**src/sv/assert_macros.svh**
```systemverilog
// Assertion helpers for the RTL files.
`ifndef ASSERT_MACROS_SVH
`define ASSERT_MACROS_SVH

// Clocked implication checked only outside reset.
`define ASSERT_IMPL(label, clk, rst_n, ante, cons, msg) \
    label: assert property (@(posedge clk) disable iff (!rst_n) (ante) |-> (cons)) \
        else $error(msg);

// Clocked implication, consequent checked in the cycle after the antecedent.
`define ASSERT_NEXT(label, clk, rst_n, ante, cons, msg) \
    label: assert property (@(posedge clk) disable iff (!rst_n) (ante) |=> (cons)) \
        else $error(msg);

// Condition that must hold at every clock edge outside reset.
`define ASSERT_ALWAYS(label, clk, rst_n, cond, msg) \
    label: assert property (@(posedge clk) disable iff (!rst_n) (cond)) \
        else $error(msg);

`endif

```
**src/sv/slp_pkg.sv**
```systemverilog
// ----------------------------------------------------------------------------
// slp_pkg
// Types and constants of the string literal parser.
// ----------------------------------------------------------------------------
`timescale 1ns / 1ps

package slp_pkg;

    localparam int MAX_LEN = 1024;
    localparam int CNT_W   = $clog2(MAX_LEN + 1);
    localparam int LEN_W   = 11;

    localparam logic [1:0] KIND_DATA = 2'd0;
    localparam logic [1:0] KIND_DONE = 2'd1;
    localparam logic [1:0] KIND_EOF  = 2'd2;
    localparam logic [1:0] KIND_OVF  = 2'd3;

    localparam logic [1:0] PH_NORMAL = 2'd0;
    localparam logic [1:0] PH_ESC    = 2'd1;
    localparam logic [1:0] PH_OCT1   = 2'd2;
    localparam logic [1:0] PH_OCT2   = 2'd3;

    localparam logic [7:0] CH_LPAREN = 8'h28;
    localparam logic [7:0] CH_RPAREN = 8'h29;
    localparam logic [7:0] CH_BSLASH = 8'h5C;
    localparam logic [7:0] CH_NL     = 8'h0A;
    localparam logic [7:0] CH_N      = 8'h6E;
    localparam logic [7:0] CH_R      = 8'h72;
    localparam logic [7:0] CH_T      = 8'h74;
    localparam logic [7:0] CH_B      = 8'h62;
    localparam logic [7:0] CH_F      = 8'h66;
    localparam logic [7:0] CH_0      = 8'h30;
    localparam logic [7:0] CH_7      = 8'h37;

    localparam logic [7:0] BYTE_LF = 8'h0A;
    localparam logic [7:0] BYTE_CR = 8'h0D;
    localparam logic [7:0] BYTE_HT = 8'h09;
    localparam logic [7:0] BYTE_BS = 8'h08;
    localparam logic [7:0] BYTE_FF = 8'h0C;

    typedef struct packed {
        logic [CNT_W-1:0] nest_depth;
        logic [CNT_W-1:0] byte_count;
        logic [1:0]       phase;
        logic [7:0]       octal_accum;
    } slp_state_t;

    typedef struct packed {
        logic             valid;
        logic [1:0]       kind;
        logic [7:0]       data_byte;
        logic [LEN_W-1:0] total_length;
        logic             final_res;
    } slp_res_t;

endpackage

```
**src/sv/string_literal_parser_unit.sv**
```systemverilog
// ----------------------------------------------------------------------------
// string_literal_parser_unit
// Decodes the body of a parenthesized string literal into bytes.
// ----------------------------------------------------------------------------
// Feed the characters after the opening parenthesis, one word each, tlast set
// on the word that marks end of input. One word is accepted every cycle unless
// a result waits unaccepted at the output; each passes an input register and
// then one decode step into the output register. The parser state (nesting
// depth, byte count, escape phase, octal value) loops through that decode step
// once per word taken, which sets the rate. Words that cause no result
// (backslash, first octal digits, line continuation) simply produce nothing.
`timescale 1ns / 1ps
`include "assert_macros.svh"

module string_literal_parser_unit (
    input  logic        clk,
    input  logic        rst_n,
    input  logic        cfg_wr_en,
    input  logic        cfg_wr_data,   // escape_enable
    input  logic        s_tvalid,
    output logic        s_tready,
    input  logic [7:0]  s_tdata,       // [7:0] char_in
    input  logic        s_tlast,       // at_end
    output logic        m_tvalid,
    input  logic        m_tready,
    output logic [23:0] m_tdata,       // [7:0] data_byte, [18:8] total_length
    output logic [1:0]  m_tuser,       // [1:0] kind
    output logic        m_tlast        // final_res
);
    import slp_pkg::*;

    logic       esc_en_reg;
    logic       in_valid_reg;
    logic [7:0] in_char_reg;
    logic       in_end_reg;
    slp_state_t state_reg;
    slp_state_t state_next;
    slp_res_t   res;
    logic       out_valid_reg;
    slp_res_t   out_reg;
    logic       advance;

    assign advance  = in_valid_reg && (!out_valid_reg || m_tready);
    assign s_tready = !in_valid_reg || advance;

    slp_step u_step (
        .state         (state_reg),
        .char_in       (in_char_reg),
        .at_end        (in_end_reg),
        .escape_enable (esc_en_reg),
        .state_next    (state_next),
        .res           (res)
    );

    always_ff @(posedge clk or negedge rst_n)
    begin
        if (!rst_n)
        begin
            esc_en_reg    <= 1'b1;
            in_valid_reg  <= 1'b0;
            out_valid_reg <= 1'b0;
            state_reg     <= '0;
        end
        else
        begin
            if (cfg_wr_en)
            begin
                esc_en_reg <= cfg_wr_data;
            end
            if (s_tvalid && s_tready)
            begin
                in_valid_reg <= 1'b1;
            end
            else if (advance)
            begin
                in_valid_reg <= 1'b0;
            end
            if (advance)
            begin
                state_reg     <= state_next;
                out_valid_reg <= res.valid;
            end
            else if (m_tready)
            begin
                out_valid_reg <= 1'b0;
            end
        end
    end

    always_ff @(posedge clk)
    begin
        if (s_tvalid && s_tready)
        begin
            in_char_reg <= s_tdata;
            in_end_reg  <= s_tlast;
        end
        if (advance)
        begin
            out_reg <= res;
        end
    end

    assign m_tvalid = out_valid_reg;
    assign m_tdata  = {5'b00000, out_reg.total_length, out_reg.data_byte};
    assign m_tuser  = out_reg.kind;
    assign m_tlast  = out_reg.final_res;

    `ASSERT_IMPL(a_final_kind, clk, rst_n, m_tvalid, m_tlast == (m_tuser != KIND_DATA),
        "final flag disagrees with result kind")
    `ASSERT_ALWAYS(a_count_bound, clk, rst_n, state_reg.byte_count <= CNT_W'(MAX_LEN),
        "byte count beyond maximum length")
    `ASSERT_ALWAYS(a_depth_bound, clk, rst_n, state_reg.nest_depth <= state_reg.byte_count,
        "nesting depth exceeds byte count")
    `ASSERT_NEXT(a_final_clears, clk, rst_n, advance && res.final_res,
        state_reg == slp_state_t'('0), "state not cleared after final result")

endmodule

```
**src/sv/slp_step.sv**
```systemverilog
// ----------------------------------------------------------------------------
// slp_step
// Per-character decode: next parser state and the result word, if any.
// ----------------------------------------------------------------------------
`timescale 1ns / 1ps

module slp_step (
    input  slp_pkg::slp_state_t state,
    input  logic [7:0]          char_in,
    input  logic                at_end,
    input  logic                escape_enable,
    output slp_pkg::slp_state_t state_next,
    output slp_pkg::slp_res_t   res
);
    import slp_pkg::*;

    logic       emit;
    logic [7:0] emit_byte;
    logic       fin;
    logic [1:0] fin_kind;
    logic [7:0] oct_sum;
    slp_state_t st;

    assign oct_sum = {state.octal_accum[4:0], 3'b000} + char_in - CH_0;

    always_comb
    begin
        st        = state;
        emit      = 1'b0;
        emit_byte = char_in;
        fin       = 1'b0;
        fin_kind  = KIND_DONE;
        case (state.phase)
            PH_NORMAL:
            begin
                if (state.byte_count >= CNT_W'(MAX_LEN))
                begin
                    fin      = 1'b1;
                    fin_kind = KIND_OVF;
                end
                else if (at_end)
                begin
                    fin      = 1'b1;
                    fin_kind = KIND_EOF;
                end
                else if (char_in == CH_LPAREN)
                begin
                    st.nest_depth = state.nest_depth + 1'b1;
                    emit          = 1'b1;
                end
                else if (char_in == CH_RPAREN)
                begin
                    if (state.nest_depth == '0)
                    begin
                        fin      = 1'b1;
                        fin_kind = KIND_DONE;
                    end
                    else
                    begin
                        st.nest_depth = state.nest_depth - 1'b1;
                        emit          = 1'b1;
                    end
                end
                else if (char_in == CH_BSLASH && escape_enable)
                begin
                    st.phase = PH_ESC;
                end
                else
                begin
                    emit = 1'b1;
                end
            end
            PH_ESC:
            begin
                if (at_end)
                begin
                    fin      = 1'b1;
                    fin_kind = KIND_EOF;
                end
                else
                begin
                    st.phase = PH_NORMAL;
                    case (char_in)
                        CH_NL: ;   // line continuation, no byte
                        CH_N:
                        begin
                            emit      = 1'b1;
                            emit_byte = BYTE_LF;
                        end
                        CH_R:
                        begin
                            emit      = 1'b1;
                            emit_byte = BYTE_CR;
                        end
                        CH_T:
                        begin
                            emit      = 1'b1;
                            emit_byte = BYTE_HT;
                        end
                        CH_B:
                        begin
                            emit      = 1'b1;
                            emit_byte = BYTE_BS;
                        end
                        CH_F:
                        begin
                            emit      = 1'b1;
                            emit_byte = BYTE_FF;
                        end
                        default:
                        begin
                            if (char_in inside {[CH_0:CH_7]})
                            begin
                                st.octal_accum = {5'b00000, char_in[2:0]};
                                st.phase       = PH_OCT1;
                            end
                            else
                            begin
                                emit = 1'b1;
                            end
                        end
                    endcase
                end
            end
            PH_OCT1:
            begin
                if (at_end)
                begin
                    fin      = 1'b1;
                    fin_kind = KIND_EOF;
                end
                else
                begin
                    st.octal_accum = oct_sum;
                    st.phase       = PH_OCT2;
                end
            end
            default:
            begin
                if (at_end)
                begin
                    fin      = 1'b1;
                    fin_kind = KIND_EOF;
                end
                else
                begin
                    st.octal_accum = oct_sum;
                    st.phase       = PH_NORMAL;
                    emit           = 1'b1;
                    emit_byte      = oct_sum;
                end
            end
        endcase

        if (emit)
        begin
            st.byte_count = state.byte_count + 1'b1;
        end

        res.valid        = emit | fin;
        res.kind         = fin ? fin_kind : KIND_DATA;
        res.data_byte    = fin ? 8'h00 : emit_byte;
        res.total_length = (fin && fin_kind == KIND_DONE) ? LEN_W'(state.byte_count) : '0;
        res.final_res    = fin;

        // any final result starts a fresh string
        state_next = fin ? slp_state_t'('0) : st;
    end

endmodule
```
**config.mk**
```make
export PLATFORM = sky130hd
export DESIGN_NAME = string_literal_parser_unit
export DESIGN_NICKNAME = d
export VERILOG_FILES = /design/src/sv/slp_pkg.sv /design/src/sv/string_literal_parser_unit.sv /design/src/sv/slp_step.sv
export VERILOG_INCLUDE_DIRS = /design/src /design/src/sv
export SDC_FILE = /design/constraint.sdc
export NUM_CORES = 1
export LEC_CHECK = 0
export ABC_AREA = 1
export ABC_CLOCK_PERIOD_IN_PS = 2500
export BUFFER_PORTS_ARGS = -buffer_cell sky130_fd_sc_hd__buf_2
export CORE_ASPECT_RATIO = 1.1
export CORE_MARGIN = 10
export CORE_UTILIZATION = 40
export CTS_CLUSTER_DIAMETER = 30
export DETAILED_ROUTE_END_ITERATION = 10
export PLACE_DENSITY_LB_ADDON = 0.3
export SLEW_MARGIN = 40
export SYNTH_ARGS = -nofsm -noshare
export SYNTH_HDL_FRONTEND = slang
export SYNTH_HIERARCHICAL = 1
export SYNTH_SLANG_ARGS = --single-unit
```
**constraint.sdc**
```tcl
create_clock -name clk -period 2.5 [get_ports clk]
set_input_delay 0.375 -clock clk [delete_from_list [all_inputs] [get_ports clk]]
set_output_delay 0.375 -clock clk [all_outputs]
set_load 0.05 [all_outputs]
```
# After elaboration in Yosys (flattened, before gate mapping)
# Index checks and enable logic that the tools add are counted.
# totals
mem_count,0
out_inout_bits,29
mem_bits_ro,0
regBits,63
wordCells,116
ramBits,0
input_bits,15
latchBits,0
# op_classes
n_mux,49
n_eq_ne,22
div_mod_pow,0
n_shift,0
addsub,5
n_reduce_logical,23
n_mul,0
bitwise,1
magnitude_cmp,3
# op_table
cell,n
$mux 11,7
$mux 10,5
$eq 8x7->1 const B,6
$pmux 8 s5,1
$mux 32,1
$pmux 8 s3,1
$add 11x1->11 const B,2
$mux 1,20
$eq 8x6->1 const B,2
$mux 2,8
$mux 8,2
$pmux 8 s2,1
$ne 3x2->1 const B,4
$reduce_and 6->1,2
$ge 11x11->1 const B,1
$logic_not 11->1,1
$sub 11x1->11 const B,1
$ne 3x1->1 const B,3
$add 8x8->8,1
$eq 8x4->1 const B,1
$ge 8x6->1 const B,1
$le 8x6->1 const B,1
$reduce_bool 2->1,4
$sub 8x6->8 const B,1
other kinds (17),26

# Longest topological paths before layout
# logic_depth
word_depth,10
ltp_mapped,15
ltp_nobuf,15

# Cells and area by module
# Netlist, hierarchy kept.
# by_module_without_submodules
mod,seq_area_each_um2,area_each_um2,n_inst,cells_per_inst
string_literal_parser_unit,1808.0,2387.3,1,191
slp_step,0.0,2094.5,1,411

# Least setup slack after synthesis
# Ideal clock, no wire load.
# synth_timing
path_type,register to register
startpoint,reg in_char_reg[4]
endpoint,reg state_reg[6] (netlist name)
stages_incl_launch_ff,16
arrival_ns,2.088
synth_period_minus_slack_ns,2.153
t_required_ns,2.435
setup_slack_ns,0.347
setup_time_ns,0.065
path_buffers,0
cell_sequence,edfxtp_1 inv_2 ha_1 inv_1 ha_1 inv_1 fa_1 inv_1 nand2_1 nand3_1 o21ai_0 o2111ai_1 nand2_1 a21oi_1 nand3_1 nand2_1
# synth_rtl
element,line,source
"start, declared",string_literal_parser_unit.sv:34,logic [7:0] in_char_reg;
"start signal, assigned",string_literal_parser_unit.sv:94,in_char_reg <= s_tdata;

==> metrics.yaml <==
seq_area_um2: 1730
holdBufCountCts: 0
pwr-share-comb: 0.174
worst_pin_slew_ns: 0.537
critPathKind: "reg -> reg"
die_x_um: 119
relSlewSlack: 0.641
path_common_cell: "nand2_2"
whs_ns: -0.0114
path_cells: "inv_2 -> nand2_2 -> nor2_2 -> nand2_2 -> nand4_1 -> nand2_2 -> inv_2 -> nand2_1 -> o21ai_0"
required_ns: 2.65
max_freq_mhz: 462
cts.repair_timing.setup_buffer_count: 0
cts_max_path_buffers: 2
hold_viol_final: 15
diodes: 0
cp_max_fo: 16
cts_sinks: 63
setup_violations: 0
grt_max_degree: 33
max_cap_violations: 0
netlist_area_um2: 4290
cts-root-buf: "clkbuf_16"
track_usage: 0.138
post_cts_resize_count: 0
critPathBufInv: 2
outcome: "finished with violations"
grt-ovfl-total: 0
grt_pass1_wl_mm: 17.8
cts_buffers: 9
ff2ff_setup_slack_ns: 0.33
syn_avg_cell_area_um2: 7.48
io_buffers: 38
fin_util: 0.463
violations: "hold timing"
end_kind: "register"
initial_core_util: 0.410
largest_reg_flops: 29
r2r_start: "in_char_reg[4]$_DFFE_PP_"
detailedRoute.firstIterationViolations: 291
period_share: 0.866
num_rows: 39
slowest_delay_ns: 0.50
die_h_um: 129
drc: 0
fin_setup_tns_ns: 0
first_pass_iters: 5
drive_gt1_frac: 0.157
die_area_um2: 15300
slew_violations: 0
cp_top_family: "simple AND/OR/NAND/NOR gates"
period_needed_ns: 2.17
hpwl_mm: 7.56
insertion_delay_ns: 0.33
dp.cells: 738
antenna_found_initial: 0
clock_skew_ns: 0.00808
swShare: 0.305
crit_arrival_ns: 2.31
syn2layout_area_growth_pct: 12.9
seqPwrFrac: 0.407
rsz0062_at_grt: "no"
grt_pass1_vias: 3738
p_switching_uw: 919
num_io_pins: 44
stdcell_count: 754
gp_congestion: 0.911
syn_inst: 573
p_int_uw: 2090
routed_wirelength_mm: 10.5
cts_tree: "yes"
routedWlPerCell_um: 13.9
p_leak_uw: 0.00220
finalPower_uw: 3010
ys_warn_count: 6
r2r-end: "m_tdata[7]$_DFFE_PP_"
via_per_inst: 5.10
nets: 633
p_clk_frac: 0.419
pwr_density_cell_nw_per_um2: 622
vias: 3847
critical-path-slowest-cell: "edfxtp_1"
antenna_left: 0
ir_worst_vdd_uv: 269
h-tree-depth: 3
coreArea_um2: 10400
start_kind: "register"
hold_path.class: "in -> async"
worst_r2r_path_depth: 9
fillers: 1050
multi_input_area_um2: 2110
clk_pin_slew_worst_paths_ns: 0.06
## layout by cell type (no fill, tap or decap), types with 2 or more instances in the layout
cell type	count
a31oi_1	2
xor2_1	13
nor2_2	3
ha_1	11
buf_2	37
edfxtp_1	31
nand3_1	65
nor2_1	51
nand2_1	149
o21ai_1	2
dfrtp_1	31
a21oi_1	41
inv_2	9
nor3b_1	2
nand4_1	7
conb_1	6
a211oi_1	2
o211ai_1	2
inv_6	2
or2_2	2
o21ai_0	24
buf_4	9
o221ai_1	3
nor3_1	12
clkbuf_16	9
nand2_2	7
inv_1	57
nand2_4	6
## worst register-to-register path, delay by kind of cell (launching register included)
family	cells	cell delay, ns
compound gates	1	0.23
buf+inv	2	0.37
flops	1	0.50
simple gates	6	0.89
## stage by stage
| stage | cell area, um^2 | hold slack (ns) | worst slack (ns) |
|---|---|---|---|
| 2_1_floorplan | 4300 | 0.0794 | 0.604 |
| 3_3_place_gp | 4530 | 0.472 | 0.347 |
| 3_5_place_dp | 4530 | 0.478 | 0.371 |
| 4_1_cts | 4840 | 0.141 | 0.360 |
| 5_1_grt | 4840 | 0.0147 | 0.0665 |
| 6_report | 4840 | -0.0114 | 0.335 |
## routing by layer
| metal | vias up | GRT usage | wire [um] | share of wire |
|---|---|---|---|---|
| li1 | 1931 | - | - | - |
| met1 | 1769 | 0.169 | 4680 | 0.45 |
| met2 | 134 | 0.231 | 4900 | 0.47 |
| met3 | 13 | 0.0376 | 764 | 0.073 |
| met4 | 0 | 0.0474 | 148 | 0.014 |
| met5 | - | 0 | 0 | 0 |
## cell type report
type,instances,share of cell area
multi-input cells,418,0.436
flip-flops and latches,63,0.358
inverters,68,0.0535
clock inverters,6,0.0140
repair buffers,46,0.0522
clock buffers,10,0.0494
well taps,143,0.0370
## worst max path at each step
| stage | startpoint | to | slack, ns | cells past startpoint |
|---|---|---|---|---|
| 6_report | in_char_reg[4]$_DFFE_PP_ | m_tdata[7]$_DFFE_PP_ | 0.33 | 9 |
| 5_1_grt | state_reg[21]$_DFFE_PN0P_ | state_reg[19]$_DFFE_PN0P_ | 0.07 | 14 |
| 4_1_cts | in_char_reg[4]$_DFFE_PP_ | m_tdata[7]$_DFFE_PP_ | 0.36 | 9 |
| 3_3_place_gp | in_char_reg[4]$_DFFE_PP_ | m_tdata[7]$_DFFE_PP_ | 0.35 | 9 |
| 3_5_place_dp | state_reg[21]$_DFFE_PN0P_ | state_reg[20]$_DFFE_PN0P_ | 0.37 | 14 |
| 2_1_floorplan | in_char_reg[4]$_DFFE_PP_ | m_tdata[5]$_DFFE_PP_ | 0.60 | 9 |
## power by group through the flow
stage | Combinational, uW | Sequential [uW] | Clock [uW]
floorplan | 290 | 1370 | 0
global placement | 521 | 1240 | 0
detailed placement | 526 | 1240 | 0
CTS | 528 | 1220 | 1290
global route | 573 | 1230 | 1340
finish | 525 | 1220 | 1260
(Power assumes the default switching activity.)
